==> src/rtl/core/r2q_pkg.sv <==
`timescale 1ns / 1ps
package r2q_pkg;

  // Word format of the matrix elements and of the quaternion.
  localparam int WORD_BITS = 16;
  localparam int FRAC_BITS = 14;

  // Pair sums of off-diagonal elements and trace combinations.
  localparam int SUM_BITS  = WORD_BITS + 1;
  localparam int COMB_BITS = WORD_BITS + 2;

  // Radicand (combination plus one, scaled) and its square root.
  localparam int V_BITS     = WORD_BITS + 1;
  localparam int ROOT_STEPS = (V_BITS + FRAC_BITS - 2 + 1) / 2;
  localparam int ROOT_BITS  = ROOT_STEPS;
  localparam int RAD_BITS   = 2 * ROOT_STEPS;

  // Dividend of the divider lanes: magnitude scaled plus half the divisor.
  localparam int NUM_BITS = WORD_BITS + FRAC_BITS - 1;

  localparam int ONE_VAL = 1 << FRAC_BITS;

  localparam logic [WORD_BITS-1:0] SMAX_W = {1'b0, {(WORD_BITS-1){1'b1}}};
  localparam logic [WORD_BITS-1:0] SMIN_W = {1'b1, {(WORD_BITS-1){1'b0}}};

  // Which quaternion component is the largest.
  typedef enum logic [1:0] {
    COMP_W,
    COMP_X,
    COMP_Y,
    COMP_Z
  } comp_t;

  // Data that travels along the square root cells.
  typedef struct packed {
    logic                       valid;
    comp_t                      idx;
    logic signed [SUM_BITS-1:0] s0;
    logic signed [SUM_BITS-1:0] s1;
    logic signed [SUM_BITS-1:0] s2;
  } side_t;

  // State of one divider lane inside one cell.
  typedef struct packed {
    logic [NUM_BITS-1:0]  num;
    logic [NUM_BITS-1:0]  quo;
    logic [ROOT_BITS-1:0] rem;
    logic                 neg;
    logic                 nz;
  } lane_t;

  // Data that travels alongside the divider cells.
  typedef struct packed {
    comp_t                idx;
    logic [ROOT_BITS-1:0] big;
  } meta_t;

endpackage

==> src/rtl/core/r2q_sqrt_cell.sv <==
`timescale 1ns / 1ps
module r2q_sqrt_cell (
  input  logic                               clk,
  input  logic                               rst_n,
  input  logic                               en,
  input  r2q_pkg::side_t                     side_i,
  input  logic [r2q_pkg::RAD_BITS-1:0]       rad_i,
  input  logic [r2q_pkg::ROOT_BITS:0]        rem_i,
  input  logic [r2q_pkg::ROOT_BITS-1:0]      root_i,
  output r2q_pkg::side_t                     side_o,
  output logic [r2q_pkg::RAD_BITS-1:0]       rad_o,
  output logic [r2q_pkg::ROOT_BITS:0]        rem_o,
  output logic [r2q_pkg::ROOT_BITS-1:0]      root_o
);
  import r2q_pkg::*;

  logic [ROOT_BITS+2:0] rem_sh;
  logic [ROOT_BITS+2:0] trial;
  logic [ROOT_BITS+2:0] diff;
  logic                 ge;
  logic [ROOT_BITS:0]   rem_nxt;
  logic [ROOT_BITS-1:0] root_nxt;
  logic [RAD_BITS-1:0]  rad_nxt;
  logic                 valid_r;
  side_t                side_r;
  logic [RAD_BITS-1:0]  rad_r;
  logic [ROOT_BITS:0]   rem_r;
  logic [ROOT_BITS-1:0] root_r;

  // One result bit: bring down two radicand bits and try 4*root+1.
  always_comb begin
    rem_sh   = {rem_i, rad_i[RAD_BITS-1 -: 2]};
    trial    = {1'b0, root_i, 2'b01};
    ge       = rem_sh >= trial;
    diff     = rem_sh - trial;
    rem_nxt  = ge ? diff[ROOT_BITS:0] : rem_sh[ROOT_BITS:0];
    root_nxt = {root_i[ROOT_BITS-2:0], ge};
    rad_nxt  = {rad_i[RAD_BITS-3:0], 2'b00};
  end

  // Valid flag of this cell.
  always_ff @(posedge clk) begin
    if (!rst_n) begin
      valid_r <= 1'b0;
    end else if (en) begin
      valid_r <= side_i.valid;
    end
  end

  // Payload registers.
  always_ff @(posedge clk) begin
    if (en) begin
      side_r <= side_i;
      rad_r  <= rad_nxt;
      rem_r  <= rem_nxt;
      root_r <= root_nxt;
    end
  end

  always_comb begin
    side_o       = side_r;
    side_o.valid = valid_r;
  end

  assign rad_o  = rad_r;
  assign rem_o  = rem_r;
  assign root_o = root_r;

endmodule

==> config.mk <==
export PLATFORM = sky130hd
export DESIGN_NAME = r2q_sqrt_cell
export DESIGN_NICKNAME = d
export VERILOG_FILES = /design/src/rtl/core/r2q_pkg.sv /design/src/rtl/core/r2q_sqrt_cell.sv
export SDC_FILE = /design/constraint.sdc
export NUM_CORES = 1
export LEC_CHECK = 0
export BUFFER_PORTS_ARGS = -buffer_cell sky130_fd_sc_hd__buf_4
export CAP_MARGIN = 0
export CORE_MARGIN = 1
export CORE_UTILIZATION = 41
export DETAILED_ROUTE_END_ITERATION = 8
export GPL_ROUTABILITY_DRIVEN = 0
export PLACE_DENSITY = 0.74
export SLEW_MARGIN = 15
export SYNTH_ARGS = -nofsm -noshare
export SYNTH_HDL_FRONTEND = slang
export SYNTH_SLANG_ARGS = --single-unit
==> constraint.sdc <==
create_clock -name clk -period 2.4 [get_ports clk]
set_input_delay 0.12 -clock clk [delete_from_list [all_inputs] [get_ports clk]]
set_output_delay 0.12 -clock clk [all_outputs]
set_load 0.02 [all_outputs]
**After elaboration in Yosys (flattened, before gate mapping)**

Cells that the tools add are included.

- Output and inout bits: 115
- Input port bits: 118
- Flip-flop bits (word level): 113
- Logic and storage cells: 11

- Magnitude comparators: 1
- $add $sub $neg: 1
- Mux-type cells: 1

Operators by type and width:

| operator | count |
|---|---|
| $ge 18x17->1 | 1 |
| $mux 16 | 1 |
| $sub 16x16->16 | 1 |

**Longest topological paths before layout**

- Depth after elaboration: 2
- Depth in mapped cells: 10
- Gate-level depth less buffers: 8

**Worst setup path before layout**

No wires, ideal clock.

- Kind: input-to-reg
- Start: input root_i[10] in the netlist's numbering
- End: register rem_r[10] (netlist: rem_o[10]) (data pin)
- Slack: -214 ps
- Arrival: 2,354 ps
- Required time: 2,140 ps
- Stages on the path: 8
- Buffers on the path: 1
- Library setup time: 260 ps
- Cell sequence: inv_1 -> ha_1 -> and3_1 -> a2111oi_2 -> o22ai_1 -> a2111oi_4 -> buf_6 -> mux2_4

- Longest elaborated chain between the ends: 2

Ends and longest elaborated chain:

| element | line | source |
|---|---|---|
| start, declared | r2q_sqrt_cell.sv:9 | `input logic [r2q_pkg::ROOT_BITS-1:0] root_i,` |
| $ge 18x17->1 | r2q_sqrt_cell.sv:34 | `ge = rem_sh >= trial;` |
| $mux 16 | r2q_sqrt_cell.sv:36 | `rem_nxt = ge ? diff[ROOT_BITS:0] : rem_sh[ROOT_BITS:0];` |
| net rem_nxt[10] | r2q_sqrt_cell.sv:21 | `logic [ROOT_BITS:0] rem_nxt;` |
| end signal, assigned | r2q_sqrt_cell.sv:55 | `rem_r <= rem_nxt;` |
| end, declared | r2q_sqrt_cell.sv:27 | `logic [ROOT_BITS:0] rem_r;` |

The timed path passes the listed nets, and every way through them passes these cells.
A chain may end at the register's enable or synchronous reset.

**Final worst setup path**

- Start: input rem_i[11] in the netlist's numbering
- End: register rem_r[6] (netlist: rem_o[6]) (data pin)

- Longest elaborated chain between the ends: 2

Ends and longest elaborated chain:

| element | line | source |
|---|---|---|
| start, declared | r2q_sqrt_cell.sv:8 | `input logic [r2q_pkg::ROOT_BITS:0] rem_i,` |
| $ge 18x17->1 | r2q_sqrt_cell.sv:34 |  |
| $mux 16 | r2q_sqrt_cell.sv:36 |  |
| net rem_nxt[6] | r2q_sqrt_cell.sv:21 |  |

The timed path passes the listed nets, and every way through them passes these cells.

==> summary.md <==
| Metric | Value |
|---|---|
| Smallest hold slack | 0.0352 ns |
| Fmax | 437 MHz |
| Max-Slew Margin vs Limit | 62.7% |
| Post-DP HPWL | 9450 um |
| Clock buffer depth | 2 |
| Drt wl/cell | 21.7 um |
| Synth warnings | 0 |
| Yosys top cell area share | 74.3% |
| H-tree depth | 4 |
| Largest area contributor in the netlist | edfxtp_1 |
| Post-synthesis cell area | 4530 um^2 |
| Net count reported at finish | 783 |
| Layout cells sized above 1 | 47.5% |
| Pleak | 3.66 nW |
| Port-buffer cells | 230 |
| Worst-path fanout max | 9 |
| Skew-Pair Late Insertion Delay | 0.51 ns |
| CTS tree | yes |
| Run status | completed |
| Routed Antenna Nets | 0 |
| Die Ht | 107 um |
| TritonRoute pass-1 iters | 5 |
| Initial Util | 43.1% |
| CTS buffer count | 17 |
| GRT overflow | 0 |
| Hold WC Path Type | input pin to flip-flop |
| DP Worst Slack | -0.207 ns |
| Power Total | 6.37 mW |
| Seq cells post-synth | 113 |
| Root Buffer Master | clkbuf_8 |
| Req. time, crit path | 2.66 ns |
| Largest net degree at the start of global routing | 45 |
| Min Tclk post-route | 2.29 ns |
| Asr flop ratio synth | 0% |
| Vias | 4005 |
| Worst-margin pin slew | 0.554 ns |
| Synth area leaders | edfxtp_1 (74%), ha_1 (4.7%), mux2_4 (2.0%), mux2_2 (1.7%), inv_1 (1.6%) |
| Gr usage total | 30.3% |
| Period utilization | 95.4% |
| Worst setup path category | input pin to flip-flop |
| Final hold vios | 0 |
| Post-route DRC | 0 |
| Core area | 10500 um^2 |
| Main flop type after synthesis | edfxtp_1 |
| WP data arrival | 2.55 ns |
| Fill cell count | 531 |
| CP endpoint kind | flip-flop |
| Final wirelength | 17300 um |
| CTS clock-pin slew for the worst setup and hold paths | 0.06 ns |
| Die W | 107 um |
| Ports | 233 |
| First-pass GRT wire length | 24800 um |
| Fin. max-slew vios | 0 |
| VDD IR max | 0.438 mV |
| # diodes | 0 |
| Post-Syn Area per Cell | 17.3 um^2 |
| Total die area | 11500 um^2 |
| Postcts setup bufs | 0 |
| Power Dens Cells | 758 nW/um^2 |
| Multi-input gate area | 1080 um^2 |
| CTS Sinks | 113 |
| Initial drt markers | 460 |
| FF/Latch Area | 3380 um^2 |
| Final WS setup | 0.111 ns |
| Vias per inst | 5.03 |
| Yosys cell types | 43 |
| Site Rows | 37 |
| Vias in the first global route | 4273 |
| Clock Skew | 0 ns |
| MaxCap Viol Count | 0 |
| Register area share after synthesis | 74.7% |
| Finish-stage setup viols | 0 |
| Mapped Cells | 262 |
| Worst setup SP type | input pin |
| Fin Setup TNS | 0 ns |
| EDFF count, synth | 112 |
| Antenna violations before repair | 0 |
| Layout area overhead | 85.5% |
## synthesized netlist by cell type, drive strengths merged (2+ instances only)
cell,count
buf,5
and2,2
nor2b,5
xor2,5
nand2,11
nand2b,2
xnor2,8
mux2,13
and3,2
nor3,2
nor2,8
a2111oi,2
inv,19
nand3,2
o211ai,2
mux2i,3
o21ai,9
a21oi,10
o21a,3
o22ai,2
edfxtp,112
ha,17
a21o,3
## path summary, 6_finish.rpt
| path | startpoint | end | slack [ns] | depth (start not counted) |
|---|---|---|---|---|
| max | rem_i[11] | rem_o[6] | 0.11 | 8 |
| max reg2reg | valid_r | valid_r | 1.21 | 3 |
| min | rad_i[28] | rem_o[0] | 0.04 | 3 |
| min reg2reg | valid_r | valid_r | 1.13 | 3 |
## worst max-delay path, stage by stage
cell	delay, ns
dlygate4sd3_1	0.54
buf_4	0.14
ha_1	0.27
a2111oi_4	0.33
o22ai_1	0.18
a2111oi_4	0.33
buf_4	0.26
mux2_2	0.36
## stage by stage
step                      instances  util (%)  area, um^2
after global placement          654      63.5        6670
after global routing            797      79.9        8400
after CTS                       797      79.8        8390
after detailed placement        654      63.5        6670
final                           797      79.9        8400
after floorplan                 263         -        4580
## report_power, final
| part | internal, mW | leakage [nW] | total (mW) | switching, mW |
|---|---|---|---|---|
| clock network | 1.68 | 0.289 | 2.61 | 0.937 |
| logic | 0.657 | 2.27 | 1.30 | 0.639 |
| registers | 2.38 | 1.10 | 2.46 | 0.0738 |
| total | 4.72 | 3.66 | 6.37 | 1.65 |
## layout make-up
class / instances / area share, %
sequential: 113 / 40.3
timing repair buffer: 371 / 36.6
multi-input combinational: 126 / 12.9
clock buffer: 17 / 4.93
clock inverter: 15 / 2.28
tap: 136 / 2.03
inverter: 19 / 0.998
## routing by layer
layer,vias to the layer above,share of wire [%],global-route usage [%]
met4,0,3.5,12.7
met3,47,9.2,9.85
met2,256,50,52.3
met5,-,0,0
met1,1934,37,34.5
li1,1768,-,-
## what timing repair did
item	4_1_cts	5_1_grt
hold buffers	111	0
hold endpoints to repair	110	0
resized for setup	0	1
setup endpoints to repair	0	13
## flip-flops by register name (all words and copies together) (netlist names)
name	flops
side_o	53
rad_o	28
rem_o	16
root_o	15
valid_r	1
## cells in the final DEF (no fill, tap or decap), types with 3 or more instances in the layout
cell           synthesis  layout
buf_4                  3     259
edfxtp_1             112     112
dlygate4sd3_1          0     111
inv_1                 19      18
clkbuf_16              0      16
ha_1                  17      14
nand2_1               11      11
nor2_1                 8       8
a21oi_1                8       8
o21ai_0                8       8
xnor2_1                8       8
mux2_2                 7       7
mux2_4                 6       6
nor2b_1                5       5
xor2_1                 5       5
bufinv_16              0       4
a21o_1                 3       3
mux2i_1                3       3
o21a_1                 3       3
ha_4                   0       3
clkinvlp_4             0       3
clkinv_2               0       3
## kinds of logic after synthesis
| kind of cell | count (synthesis) | synth area share [%] |
|---|---|---|
| other cells | 1 | 0.0828 |
| mux | 16 | 4.39 |
| xor+xnor | 13 | 2.52 |
| simple gates | 38 | 4.31 |
| buf+inv | 24 | 2.57 |
| flops | 113 | 74.7 |
| fa+ha+maj | 17 | 4.70 |
| compound gates | 40 | 6.69 |
(Power assumes the default switching activity.)
