## src/rtl/core/r2q_pkg.sv

```systemverilog
`timescale 1ns / 1ps
package r2q_pkg;

  // Word format of the matrix elements and of the quaternion.
  localparam int WORD_BITS = 16;
  localparam int FRAC_BITS = 14;

  // Pair sums of off-diagonal elements and trace combinations.
  localparam int SUM_BITS  = WORD_BITS + 1;
  localparam int COMB_BITS = WORD_BITS + 2;

  // Radicand (combination plus one, scaled) and its square root.
  localparam int V_BITS     = WORD_BITS + 1;
  localparam int ROOT_STEPS = (V_BITS + FRAC_BITS - 2 + 1) / 2;
  localparam int ROOT_BITS  = ROOT_STEPS;
  localparam int RAD_BITS   = 2 * ROOT_STEPS;

  // Dividend of the divider lanes: magnitude scaled plus half the divisor.
  localparam int NUM_BITS = WORD_BITS + FRAC_BITS - 1;

  localparam int ONE_VAL = 1 << FRAC_BITS;

  localparam logic [WORD_BITS-1:0] SMAX_W = {1'b0, {(WORD_BITS-1){1'b1}}};
  localparam logic [WORD_BITS-1:0] SMIN_W = {1'b1, {(WORD_BITS-1){1'b0}}};

  // Which quaternion component is the largest.
  typedef enum logic [1:0] {
    COMP_W,
    COMP_X,
    COMP_Y,
    COMP_Z
  } comp_t;

  // Data that travels along the square root cells.
  typedef struct packed {
    logic                       valid;
    comp_t                      idx;
    logic signed [SUM_BITS-1:0] s0;
    logic signed [SUM_BITS-1:0] s1;
    logic signed [SUM_BITS-1:0] s2;
  } side_t;

  // State of one divider lane inside one cell.
  typedef struct packed {
    logic [NUM_BITS-1:0]  num;
    logic [NUM_BITS-1:0]  quo;
    logic [ROOT_BITS-1:0] rem;
    logic                 neg;
    logic                 nz;
  } lane_t;

  // Data that travels alongside the divider cells.
  typedef struct packed {
    comp_t                idx;
    logic [ROOT_BITS-1:0] big;
  } meta_t;

endpackage

```

## src/rtl/core/r2q_div_cell.sv

```systemverilog
`timescale 1ns / 1ps
module r2q_div_cell (
  input  logic                          clk,
  input  logic                          en,
  input  logic [r2q_pkg::ROOT_BITS-1:0] div_i,
  input  r2q_pkg::lane_t                lane_i,
  output r2q_pkg::lane_t                lane_o
);
  import r2q_pkg::*;

  logic [ROOT_BITS:0] rem_sh;
  logic [ROOT_BITS:0] diff;
  logic               ge;
  lane_t              lane_nxt;
  lane_t              lane_r;

  // One quotient bit of a restoring division.
  always_comb begin
    rem_sh       = {lane_i.rem, lane_i.num[NUM_BITS-1]};
    ge           = rem_sh >= {1'b0, div_i};
    diff         = rem_sh - {1'b0, div_i};
    lane_nxt     = lane_i;
    lane_nxt.rem = ge ? diff[ROOT_BITS-1:0] : rem_sh[ROOT_BITS-1:0];
    lane_nxt.num = {lane_i.num[NUM_BITS-2:0], 1'b0};
    lane_nxt.quo = {lane_i.quo[NUM_BITS-2:0], ge};
  end

  always_ff @(posedge clk) begin
    if (en) begin
      lane_r <= lane_nxt;
    end
  end

  assign lane_o = lane_r;

endmodule

```

## config.mk

```make
export PLATFORM = sky130hd
export DESIGN_NAME = r2q_div_cell
export DESIGN_NICKNAME = d
export VERILOG_FILES = /design/src/rtl/core/r2q_pkg.sv /design/src/rtl/core/r2q_div_cell.sv
export SDC_FILE = /design/constraint.sdc
export NUM_CORES = 1
export LEC_CHECK = 0
export ABC_CLOCK_PERIOD_IN_PS = 3500
export BUFFER_PORTS_ARGS = -buffer_cell sky130_fd_sc_hd__clkbuf_2
export CORE_ASPECT_RATIO = 1.5
export CORE_MARGIN = 2
export CORE_UTILIZATION = 45
export CTS_CLUSTER_DIAMETER = 30
export CTS_CLUSTER_SIZE = 14
export DETAILED_ROUTE_END_ITERATION = 10
export HOLD_SLACK_MARGIN = 0.05
export PLACE_DENSITY = 0.83
export SLEW_MARGIN = 25
export SYNTH_ARGS = -nofsm -noshare
export SYNTH_HDL_FRONTEND = slang
export SYNTH_SLANG_ARGS = --single-unit
export TNS_END_PERCENT = 5
```

## constraint.sdc

```tcl
create_clock -name clk -period 3.5 [get_ports clk]
set_input_delay 0 -clock clk [delete_from_list [all_inputs] [get_ports clk]]
set_output_delay 0 -clock clk [all_outputs]
set_load 0.005 [all_outputs]
```

# Yosys cells after proc, flatten, opt, wreduce, memory -nomap -nowiden
# Cells that the tools add are included.
# word_totals
register_bits	74
output_inout_bits	75
# op_classes
n_addsub	1
magnitude_cmp	1
n_mux	1
# op_table
operator	n
16-bit by 15-bit greater-or-equal comparator with 1-bit output	1
15-bit 2-to-1 mux	1
15-bit subtractor	1

# Logic depth before layout (Yosys ltp)
# Gate-level depths: netlist of the first run.
# depth
depth_word	2
depth_mapped	11
depth_no_buf	9

# Worst setup path after synthesis of the first run
# OpenSTA, ideal clock, no wires.
# synth_path
kind	input-to-reg
startpoint	input lane_i[74] (netlist bit)
endpoint	register lane_r (netlist bit lane_o[10]), data pin
setup_ps	260
arrival_time_ps	1913
required_ps	3240
slack_ps	1326
path_stages	11
path_buffers	2
path_cell_list	inv_1 -> ha_1 -> fa_1 -> nand2b_1 -> a21oi_1 -> o221ai_1 -> o2111ai_1 -> a311o_1 -> buf_6 -> buf_12 -> mux2_4
# synth_lines
element	line	text
from (decl)	r2q_div_cell.sv:6	input r2q_pkg::lane_t lane_i,
to (signal assigned)	r2q_div_cell.sv:30	lane_r <= lane_nxt;
to (decl)	r2q_div_cell.sv:15	lane_t lane_r;

==> impl_metrics.yaml, run 1 <==
logic_synthesis:
  synth_top_family_by_area: "compound AO/OA/AOI/OAI gates"
  yosysWarnings: 0
  avgSynthCellArea_um2: 15.2
  synth_seq_cells: 74
  yosys-top-cells-area: "edfxtp_1 (67%), ha_1 (5.7%), mux2_4 (2.7%)"
  synthFlopType: "edfxtp_1"
  yosysSeqAreaShare_pct: 67.3
  async_reset_ff_share_pct: 0
  yosys.area_share.simple_pct: 5.69
  synth_fa_ha_area_share_pct: 6.29
  synth_area_um2: 3300
  synth_edf_count: 74
  yosysUniqueCellTypes: 41
  synthXorXnorAreaFrac_pct: 2.39
  muxShareOfSynthArea_pct: 5.69
  yosysTopAreaCellShare_pct: 67.3
  synth_compound_area_share_pct: 8.61
  synth_top_cell_by_area: "edfxtp_1"
  syn_inst: 217
  synth.net_count: 325
clocking:
  cts.path.max_buffers: 2
  cts.sinks: 74
  htree_levels: 3
  clk_transition_reported_paths_ps: 80
  post_cts_resized: 0
  root_buffer: "clkbuf_8"
  cts_buffers: 9
  cts_setup_buffers: 0
  cts_tree: "yes"
min_path:
  hold_class: "in -> reg"
cells_and_area:
  fin_nets: 569
  syn2layout_area_growth_pct: 55.5
  largest_register_ffs: 74
  layout.cells.non_filler: 566
  num_antenna_cells: 0
  drive_above_1_share_pct: 42.5
sta:
  period_needed_ps: 2690
  slew_viol_final: 0
  setup_tns_ps: 0
  finalSetupViolCount: 0
  rsz0062_at_grt: "false"
  relSlewSlack_pct: 39.1
  period_share_pct: 76.8
  fmax_mhz: 372
  final_hold_viol_count: 0
  tightest_slew_ps: 913
floorplan:
  die-area_um2: 8050
  die-height_um: 109
  boundaryPins: 167
  num_rows: 38
  initial_utilization_pct: 46.0
  die_x_um: 73.9
  core_area_um2: 7180
drt:
  dr_wl_met2_mm: 5.02
  viasPerCell: 4.80
  wirelength_mm: 9.11
  ant_nets: 0
  drt-met1-wl_mm: 3.20
  vias: 2718
  wl_per_cell_um: 16.1
  drtPass1Iterations: 4
  first_iter_violations: 194
  drc: 0
  wl_met3_um: 712
  topRoutingLayerUsed: "met4"
power:
  powerDensity_nw_per_um2: 432
  peakVddDrop_mv: 0.264
  leakagePower_uw: 0.00232
placed_design:
  dpl.cell_count: 477
  place.gp.congestion: 0.917
  dpl.hpwl_mm: 5.51
  numPortBuffers: 164
critical_path:
  crit_end: "lane_o[5]"
  startpoint: "lane_i[74]"
  worstSetupPathType: "in -> reg"
  startpoint_type: "input pin"
  path_max_fanout: 9
  critPathCaptureType: "flop"
  worst_path_max_delay_cell: "dlygate4sd3_1"
  crit_arrival_ps: 2790
  cp_cell_sequence: "dlygate4sd3_1 -> clkbuf_2 -> inv_1 -> ha_1 -> fa_1 -> nand2b_1 -> a21oi_1 -> o221ai_1 -> o2111ai_1 -> a311o_1 -> buf_4 -> mux2_2"
  critPathMaxStageDelay_ps: 530
  required_ps: 3600
global_routing:
  grt_first_pass_wirelength_mm: 13.4
  grt.overflow.total: 0
  grt_antenna_before_repair: 0
  grt_max_degree: 75
  track_usage_pct: 22.8
  grt_pass1_vias: 2803
job:
  cap_violations: 0
run_status:
  status: "finished clean"
## cell usage in the layout (no fill, tap or decap), types with 3 or more instances in the layout
cell / Yosys / final
nor2_1: 9 / 9
inv_1: 19 / 19
o21ai_0: 6 / 6
nand4_1: 3 / 3
clkbuf_8: 0 / 9
buf_4: 1 / 3
o21ai_1: 3 / 3
edfxtp_1: 74 / 74
mux2_4: 6 / 6
mux2i_1: 3 / 3
o21a_1: 4 / 4
clkbuf_2: 0 / 163
nand2_1: 13 / 13
nand3_1: 4 / 4
mux2_2: 6 / 6
dlygate4sd3_1: 0 / 73
nand2b_1: 4 / 4
ha_1: 15 / 15
a21oi_1: 6 / 6
xnor2_1: 7 / 7
a211oi_1: 3 / 3
## worst min path at each step
stage	cells after the start	end	slack (ps)	start
global route	3	lane_o[2]	140	div_i[0]
floorplan	0	lane_o[0]	100	lane_i[0]
CTS	3	lane_o[2]	100	div_i[0]
global placement	1	lane_o[57]	180	lane_i[56]
finish	3	lane_o[2]	130	div_i[0]
detailed placement	1	lane_o[61]	180	lane_i[60]
## synth_stat cells (2+ instances only)
master     n
edfxtp_1  74
inv_1     19
ha_1      15
nand2_1   13
nor2_1     9
xnor2_1    7
a21oi_1    6
mux2_2     6
mux2_4     6
o21ai_0    6
nand2b_1   4
nand3_1    4
o21a_1     4
a211oi_1   3
mux2i_1    3
nand4_1    3
o21ai_1    3
a21oi_4    2
a31oi_1    2
buf_6      2
clkbuf_1   2
nand4b_1   2
nor2b_1    2
o311a_1    2
xor2_1     2
## report_power, final
| part | total, uW | internal [uW] | switching, uW |
|---|---|---|---|
| sequential | 1100 | 1080 | 25.6 |
| combinational | 452 | 245 | 208 |
| clock | 663 | 332 | 331 |
## timing repair
action	4_1_cts	5_1_grt
hold endpoints to repair	73	0
endpoints found under the setup margin	0	0
hold buffers	73	0
## routing by layer
layer	global-route usage, %	up-vias
li1	-	1300
met1	24.0	1265
met2	41.5	141
met3	5.45	12
met4	11.0	0
met5	0	-
## cell type report
class	count	area (um^2)
clock inverters	6	66.3
well taps	100	125
fillers	468	2050
flip-flops and latches	74	2220
multi-input cells	118	950
repair buffers	239	1570
clock buffers	10	128
inverters	19	71.3
## stage by stage
step / cell area [um^2] / setup slack [ps] / utilization, % / power [uW] / hold slack, ps
global placement: 4210 / 1080 / 58.6 / 1480 / 177
finish: 5130 / 814 / 71.5 / 2220 / 128
CTS: 5130 / 835 / 71.5 / 2220 / 96.8
floorplan: 3300 / 1330 / - / 1320 / 98.9
global route: 5130 / 694 / 71.5 / 2310 / 141
detailed placement: 4210 / 1000 / 58.6 / 1490 / 179
## kinds of logic (layout without fill, tap and decap cells)
| family | after synthesis | in the layout |
|---|---|---|
| DFF | 74 | 74 |
| and+or+nand+nor | 39 | 39 |
| AOI/OAI and AO/OA | 38 | 38 |
| buffers and inverters | 25 | 274 |
| adders and majority gates | 16 | 16 |
| muxes | 15 | 15 |
| xor gates and xnor gates | 9 | 9 |
| other | 1 | 1 |
## critical path: cells and delay by family
kind,cells,cell delay (ps)
simple gates,1,190
buf+inv,4,870
mux,1,350
compound gates,4,770
fa+ha+maj,2,610
Note: power is estimated with default switching activity, not from simulation.
==> run 2: changes to the inputs <==
--- a/config.mk
+++ b/config.mk
@@ -5,7 +5,7 @@
 export SDC_FILE = /design/constraint.sdc
 export NUM_CORES = 1
 export LEC_CHECK = 0
-export ABC_CLOCK_PERIOD_IN_PS = 3500
+export ABC_CLOCK_PERIOD_IN_PS = 2500
 export BUFFER_PORTS_ARGS = -buffer_cell sky130_fd_sc_hd__clkbuf_2
 export CORE_ASPECT_RATIO = 1.5
 export CORE_MARGIN = 2
==> constraint.sdc (replaced) <==
create_clock -name clk -period 2.5 [get_ports clk]
set_input_delay 0 -clock clk [delete_from_list [all_inputs] [get_ports clk]]
set_output_delay 0 -clock clk [all_outputs]
set_load 0.005 [all_outputs]
==> impl_metrics.yaml, run 2 (synthesized netlist as in run 1, its figures left out) <==
sta:
  relSlewSlack_pct: 39.6
  slew_viol_final: 0
  finalSetupViolCount: 0
  period_share_pct: 97.4
  tightest_slew_ps: 907
  rsz0062_at_grt: "true"
  fmax_mhz: 411
  period_needed_ps: 2440
  final_hold_viol_count: 0
critical_path:
  worstSetupPathType: "in -> reg"
  critPathMaxStageDelay_ps: 530
  required_ps: 2600
  worst_path_max_delay_cell: "dlygate4sd3_1"
  startpoint_type: "input pin"
  cp_cell_sequence: "dlygate4sd3_1 -> clkbuf_2 -> ha_1 -> o21a_1 -> o31ai_2 -> a211oi_1 -> o311ai_0 -> nand4b_1 -> mux2_4"
  crit_arrival_ps: 2530
  critPathCaptureType: "flop"
  path_max_fanout: 5
drt:
  wl_per_cell_um: 16.4
  ant_nets: 0
  vias: 2795
  drtPass1Iterations: 5
  first_iter_violations: 232
  wirelength_mm: 9.34
  drc: 0
  viasPerCell: 4.89
cells_and_area:
  layout_commonest_cell: "clkbuf_2"
  syn2layout_area_growth_pct: 57.2
  fin_nets: 574
  layout.cells.non_filler: 571
  final_cell_mix: "clkbuf_2 (163), edfxtp_1 (74), dlygate4sd3_1 (73)"
  largest_register_ffs: 74
  drive_above_1_share_pct: 43.5
  num_antenna_cells: 0
clocking:
  cts.path.max_buffers: 2
  htree_levels: 3
  root_buffer: "clkbuf_8"
  cts_tree: "yes"
  cts_buffers: 9
  clk_transition_reported_paths_ps: 80
  cts.sinks: 74
global_routing:
  grt_pass1_vias: 2854
  track_usage_pct: 23.3
  grt.overflow.total: 0
  grt_antenna_before_repair: 0
  grt_first_pass_wirelength_mm: 13.8
  grt_max_degree: 75
placed_design:
  place.gp.congestion: 0.859
  dpl.hpwl_mm: 5.73
  dpl.cell_count: 478
  numPortBuffers: 164
floorplan:
  die-area_um2: 8050
  die-height_um: 109
  boundaryPins: 167
  die_x_um: 73.9
  initial_utilization_pct: 46.0
  core_area_um2: 7180
  num_rows: 38
power:
  powerDensity_nw_per_um2: 602
  power.total_uw: 3130
  leakagePower_uw: 0.00235
  peakVddDrop_mv: 0.314
run_status:
  status: "finished clean"
min_path:
  hold_class: "in -> reg"
job:
  cap_violations: 0
[run 2: cell count changes in the layout (fill, tap and decap cells not counted)]
cell	previous run	this run
clkinv_4	2	1
inv_6	1	2
clkinv_2	2	1
nand2b_1	4	3
nand2b_4	0	1
clkinv_1	0	1
buf_4	3	6
buf_6	0	2
a21oi_2	1	3
a21oi_1	6	4
[run 2: layout make-up]
cell class	count	area (um^2)
Sequential cell	74	2220
Fill cell	477	1990
Timing Repair Buffer	244	1610
Multi-Input combinational cell	118	965
Clock buffer	10	128
Tap cell	100	125
Inverter	19	71.3
Clock inverter	6	65.1
[run 2: where the power goes]
group | leakage [uW] | switching [uW] | internal [uW]
registers | 0.000724 | 40.1 | 1510
clock network | 0.0000987 | 461 | 466
logic | 0.00152 | 295 | 358
[run 2: path summary, 6_finish.rpt]
check	from	endpoint	slack [ps]	cells past startpoint
min	div_i[0]	lane_o[2]	130	3
max	lane_i[3]	lane_o[15]	60	9
[run 2: routing by layer]
layer,GRT usage (%),vias to the layer above,part of all wire (%)
met5,0,-,0
met4,11.3,0,2.0
met3,3.97,19,6.4
met2,43.9,143,56
met1,24.1,1320,35
li1,-,1313,-
[run 2: critical path, delay by kind of cell]
kind	cells	cell delay, ps
buffers and inverters	2	640
AO/OA/AOI/OAI	4	990
AND/OR/NAND/NOR	1	220
multiplexers	1	280
adder cells (fa/ha/maj)	1	400
[run 2: through the flow]
stage / worst slack [ps] / cell area, um^2 / hold WS (ps) / TNS (ps) / util [%]
after global placement: 124 / 4210 / 177 / 0 / 58.7
after CTS: 9.58 / 5140 / 99.1 / 0 / 71.6
after global routing: -25.7 / 5190 / 134 / -53.4 / 72.3
final: 64.7 / 5190 / 131 / 0 / 72.3
after floorplan: 326 / 3300 / 98.9 / 0 / -
after detailed placement: 14.6 / 4210 / 179 / 0 / 58.7
[run 2: timing repair]
| action | in CTS | in global routing |
|---|---|---|
| resized for setup | 0 | 5 |
| setup buffers | 0 | 4 |
| setup endpoints to repair | 0 | 12 |
| hold buffers | 73 | 0 |
| endpoints found under the hold margin | 73 | 0 |
